### src/hdl/bist_pkg.sv
`default_nettype none

package bist_pkg;

    // store geometry
    localparam int CAPACITY      = 128;
    localparam int IDX_W         = (CAPACITY > 1) ? $clog2(CAPACITY) : 1;
    localparam int CNT_W         = $clog2(CAPACITY + 1);
    localparam int VALUE_W       = 32;
    localparam int OP_W          = 2;
    localparam int ENTRY_COUNT_W = 8;

    // operation codes, code 3 acts as a query
    typedef enum logic [OP_W-1:0] {
        OP_ADD    = 2'd0,
        OP_REMOVE = 2'd1,
        OP_QUERY  = 2'd2
    } bist_op_t;

    typedef enum logic [2:0] {
        ST_IDLE,
        ST_SCAN,
        ST_DECIDE,
        ST_APPEND,
        ST_LAST_RD,
        ST_MOVE,
        ST_FINISH
    } bist_state_t;

    // controller to datapath
    typedef struct packed {
        logic load;
        logic scan_step;
        logic append;
        logic read_last;
        logic move;
        logic emit;
    } bist_cmd_t;

    // datapath to controller
    typedef struct packed {
        logic            match;
        logic            exhausted;
        logic            present;
        logic            full;
        logic [OP_W-1:0] op;
        logic            out_free;
    } bist_status_t;

endpackage

`default_nettype wire

### src/hdl/bist_ctrl.sv
`default_nettype none

module bist_ctrl (
    input  wire logic                  aclk,
    input  wire logic                  aresetn,
    input  wire logic                  s_tvalid,
    output logic                       s_tready,
    input  wire bist_pkg::bist_status_t status,
    output bist_pkg::bist_cmd_t        cmd
);
    import bist_pkg::*;

    bist_state_t state_reg;
    bist_state_t state_next;

    always_ff @(posedge aclk) begin
        if (!aresetn) begin
            state_reg <= ST_IDLE;
        end else begin
            state_reg <= state_next;
        end
    end

    always_comb begin
        state_next = state_reg;
        unique case (state_reg)
            ST_IDLE: begin
                if (s_tvalid) begin
                    state_next = ST_SCAN;
                end
            end
            ST_SCAN: begin
                if (status.match || status.exhausted) begin
                    state_next = ST_DECIDE;
                end
            end
            ST_DECIDE: begin
                priority if (status.op == OP_ADD && !status.present && !status.full) begin
                    state_next = ST_APPEND;
                end else if (status.op == OP_REMOVE && status.present) begin
                    state_next = ST_LAST_RD;
                end else begin
                    state_next = ST_FINISH;
                end
            end
            ST_APPEND:  state_next = ST_FINISH;
            ST_LAST_RD: state_next = ST_MOVE;
            ST_MOVE:    state_next = ST_FINISH;
            ST_FINISH: begin
                if (status.out_free) begin
                    state_next = ST_IDLE;
                end
            end
            default:    state_next = ST_IDLE;
        endcase
    end

    always_comb begin
        cmd      = '0;
        s_tready = 1'b0;
        unique case (state_reg)
            ST_IDLE: begin
                s_tready = 1'b1;
                cmd.load = s_tvalid;
            end
            ST_SCAN:    cmd.scan_step = 1'b1;
            ST_DECIDE:  cmd           = '0;
            ST_APPEND:  cmd.append    = 1'b1;
            ST_LAST_RD: cmd.read_last = 1'b1;
            ST_MOVE:    cmd.move      = 1'b1;
            ST_FINISH:  cmd.emit      = status.out_free;
            default:    cmd           = '0;
        endcase
    end

endmodule

`default_nettype wire

### config.mk
export PLATFORM = sky130hd
export DESIGN_NAME = bist_ctrl
export DESIGN_NICKNAME = d
export VERILOG_FILES = /design/src/hdl/bist_pkg.sv /design/src/hdl/bist_ctrl.sv
export SDC_FILE = /design/constraint.sdc
export NUM_CORES = 1
export LEC_CHECK = 0
export CORE_AREA = 2 2 39 41
export CTS_BUF_LIST = sky130_fd_sc_hd__clkbuf_2 sky130_fd_sc_hd__clkbuf_4 sky130_fd_sc_hd__clkbuf_8
export DETAILED_ROUTE_END_ITERATION = 10
export DIE_AREA = 0 0 41 43
export DONT_BUFFER_PORTS = 1
export PLACE_DENSITY = 0.36
export SLEW_MARGIN = 20
export SYNTH_ARGS = -nofsm -noshare
export SYNTH_HDL_FRONTEND = slang
export SYNTH_SLANG_ARGS = --single-unit
### constraint.sdc
create_clock -name aclk -period 3.95 [get_ports aclk]
set_input_delay 1.185 -clock aclk [delete_from_list [all_inputs] [get_ports aclk]]
set_output_delay 1.185 -clock aclk [all_outputs]
set_load 0.02 [all_outputs]
* Word level (Yosys, flattened, before mapping)
Cells that the tools add are included.
** Storage, ports and cells
- Bits in registers :: 3
- Bits in latches :: 0
- Memory bits (writable) :: 0
- Memory bits (read-only) :: 0
- Bits of input ports :: 10
- Output and inout port bits :: 7
- Word-level logic and storage cells :: 34
- Memories :: 0
** Operators by class
- Add/sub/neg operators :: 0
- Multiply operators :: 0
- Div/mod/pow operators :: 0
- $lt $le $gt $ge :: 0
- Equality and inequality tests :: 10
- Shift operators :: 0
- Muxes and demuxes :: 13
- Bitwise logic cells :: 0
- Reduce and logical (&&, ||, !) cells :: 10
** Operators by type and width (count)
- $pmux W3 S6 :: 1
- $mux W3 :: 4
- $eq A3 B3 Y1 const B :: 3
- $mux W1 :: 7
- $eq A3 B2 Y1 const B :: 2
- $ne A2 B2 Y1 const B :: 3
- $eq A3 B1 Y1 const B :: 1
- $logic_and A1 B1 Y1 :: 3
- $logic_not A3 Y1 :: 1
- $reduce_and A3 Y1 :: 1
- $eq A2 B1 Y1 const B :: 1
- $logic_not A1 Y1 :: 2
- $logic_not A2 Y1 :: 1
- $mux W2 :: 1
- $reduce_or A2 Y1 :: 1
- $logic_or A1 B1 Y1 :: 1

* Depth between registers and ports, before layout
- Word-level depth :: 5
- Mapped depth :: 4
- Depth with buffers taken out :: 3

* Least setup slack after synthesis
Ideal clock, no wire load.
- Kind :: input port to output port
- Start point :: input status[0] (netlist name)
- End point :: output cmd[0] (netlist name)
- Arrival time :: 1.706 ns
- Data required time :: 2.765 ns
- Setup slack :: 1.059 ns
- Stages :: 1
- Buffers on the path :: 0
- Cell sequence :: nor3b_1
** On the way
- Longest elaborated chain between the ends :: 1
** Ends and longest elaborated chain
- from (decl) :: line bist_ctrl.sv:8 : input wire bist_pkg::bist_status_t status,
- $mux W1 :: line bist_ctrl.sv:61 : unique case (state_reg)
- to (decl) :: line bist_ctrl.sv:9 : output bist_pkg::bist_cmd_t cmd
No other way between the ends.

* Final worst setup path
Same ends and word-level chain as after synthesis.

==> summary.txt <==
Run status
  – Status: complete, no violations

Clock tree
  – Clk_lat worst skew: 0.23 ns
  – CTS max path bufs: 2
  – H-tree depth: 1
  – CTS tree: done
  – CTS resizes: 0
  – Total clock sinks: 3
  – Post-CTS Setup Inserts: 0
  – Clock root buffer: clkbuf_4
  – CTS buffer count: 3
  – Clock-pin slew on the worst setup and hold paths: 0.04 ns
  – Hold-fix buffers, CTS: 0

STA
  – RSZ-0062 raised after global routing: false
  – Smallest hold slack: 0.5848 ns
  – Setup violators final: 0
  – Max frequency: 342.3 MHz
  – Worst Tran Pin Value: 0.6998 ns
  – Clk_skew: 0.001856 ns
  – Final Critical Period: 2.922 ns
  – Max-slew violations: 0
  – Final hold viol count: 0
  – Setup TNS: 0 ns
  – Period Utilization, post-route: 73.97%
  – Slew headroom: 53.25%

Setup path
  – Startpoint Class: input port
  – Max incr delay on CP: 0.55 ns
  – Max FO, Critical Path: 3
  – CP Capture Type: output pin
  – Crit-path slowest cell: nor3b_1
  – R2r endpoint: state_reg[0]$_SDFFE_PN0P_
  – CP delay by family, top: simple AND/OR/NAND/NOR gates
  – CP bufs+invs: 0
  – Critical path depth: 1
  – Crit path DAT: 1.74 ns
  – WP data required: 2.76 ns
  – Crit Reg-Reg Startpoint: state_reg[0]$_SDFFE_PN0P_
  – Crit Path Class: input port to output pin
  – Reg2Reg Setup Slack: 2.58 ns
  – Cell chain of the critical path: nor3b_1
  – R2R cell count: 3

Yosys
  – Syn Inst Count: 29
  – Sequential-to-total area share from yosys stat: 26.97%
  – FF+latch count, synth: 3
  – Synth unique cells: 18
  – Mapped Nets: 39
  – Synth Cell Area: 222.7 sq um
  – Avg Cell Area, Syn: 7.680 sq um
  – Synth warn: 0

Power and ir drop
  – Leakage: 0.08834 nW
  – P_int: 0.08927 mW
  – Combinational Power Share: 22.1%
  – NetSw: 0.04532 mW
  – Sw frac: 33.67%
  – Pwr Density: 522.2 nW/um^2
  – Worst VDD drop: 0.1309 mV
  – Clk pwr share: 45.6%
  – Sequential Power Share: 32.3%

Final layout
  – Share of layout cells above drive strength 1: 16.13%
  – Most common cell after layout, fill and taps aside: clkbuf_4
  – Fin nets: 42
  – N_diodes: 0
  – Max FFs per register: 3
  – Commonest non-fill, non-tap cells in the layout: clkbuf_4 (4), nor3_1 (3), nor3b_1 (3), dfxtp_1 (3)
  – Area grow syn2layout: 15.73%

Route
  – Vias per cell: 4.723
  – Routed WL per cell: 12.62 microns
  – DR vias: 222
  – DRT iter0 DRCs: 3
  – TritonRoute pass-1 iters: 3
  – Final antenna-violating net count: 0
  – Routed WL: 593 microns
  – Residual DRC count: 0

Floorplanning
  – # rows: 14
  – Starting Density: 16.09%
  – Die Span Y: 43 microns
  – Ports: 17
  – Chip width: 41 microns
  – Core Region: 1384 sq um
  – Die ar.: 1763 sq um

GRT
  – Vias in the first global route: 216
  – Tot GR Track Use: 8.717%
  – GRT overflow: 0
  – Initial antenna violation count: 0
  – First-pass GRT wire length: 931 microns
  – Largest net degree at the start of global routing: 13

Worst hold path
  – Hold path startpoint: state_reg[2]$_SDFFE_PN0P_
  – WHS Path Cells: 2
  – Hold worst-path end: state_reg[1]$_SDFFE_PN0P_
  – Hold WC Path Type: flip-flop to flip-flop

Place
  – PortBufs: 0
  – Routability Congestion: 0.7979
  – DPL Wire Length: 436.9 microns

Job
  – Max-cap violations: 0
[metal layers]
| layer | wire, microns | up-vias | GRT usage, % | share of wire (%) |
|---|---|---|---|---|
| met4 | 0 | 0 | 10.00 | 0 |
| li1 | - | 115 | - | - |
| met1 | 247 | 97 | 10.54 | 42 |
| met2 | 271 | 10 | 9.375 | 46 |
| met3 | 74 | 0 | 4.712 | 12 |
| met5 | 0 | - | 0 | 0 |
[logic make-up (layout without fill, tap and decap cells)]
group                  Yosys count  after routing  synth area share (%)
AOI/OAI and AO/OA                8              8                 24.16
buffers and inverters            3              5                 8.423
DFF                              3              3                 26.97
and+or+nand+nor                 15             15                 40.45
[cell type report]
class | count | area (sq um)
fill | 154 | 1126
multi-input combinational | 23 | 143.9
sequential | 3 | 60.06
clock buffer | 4 | 30.03
tap | 16 | 20.02
inverter | 1 | 3.754
[synthesized netlist by cell type]
cell,instances,area [sq um]
dfxtp_1,3,60.06
nor3_1,3,15.01
nor3b_1,3,22.52
a21oi_1,2,10.01
nand2_1,2,7.510
o21ai_0,2,10.01
o31ai_1,2,15.01
or4_1,2,15.01
and2_1,1,6.260
and3_2,1,7.510
buf_6,1,11.26
clkbuf_1,1,3.750
inv_1,1,3.750
nand4_1,1,6.260
nor2_1,1,3.750
o21ba_1,1,10.01
o311ai_1,1,8.760
or3_1,1,6.260
[how the worst max path moves through the flow]
stage                         start     end  slack (ns)
after floorplan           status[0]  cmd[0]        1.06
after global placement    status[0]  cmd[0]        1.02
after detailed placement  status[0]  cmd[0]        1.02
after CTS                 status[0]  cmd[0]        1.02
after global routing      status[0]  cmd[0]        1.01
final                     status[0]  cmd[0]        1.03
[power by group through the flow]
stage | combinational (mW) | clock (mW) | sequential (mW)
floorplan | 0.0343 | 0 | 0.0373
detailed placement | 0.0299 | 0 | 0.0441
CTS | 0.0301 | 0.0648 | 0.0437
finish | 0.0297 | 0.0614 | 0.0434
global placement | 0.0303 | 0 | 0.0438
global route | 0.0334 | 0.0680 | 0.0450
[through the flow]
stage               setup slack [ns]  cell area [sq um]  util (%)  power [mW]  cells
floorplan                      1.059              222.7         -     0.07159     29
CTS                            1.020              257.7     18.63      0.1387     47
global route                   1.006              257.7     18.63      0.1464     47
detailed placement             1.020              227.7     16.46     0.07399     43
finish                         1.028              257.7     18.63      0.1346     47
global placement               1.023              227.7     16.46     0.07405     43
[worst min-delay path, delay by kind of cell (launching register included)]
kind            cells  cell delay [ns]
simple gates        1             0.10
compound gates      1             0.06
flops               1             0.37
No activity file was read; power rests on OpenSTA's default activity.
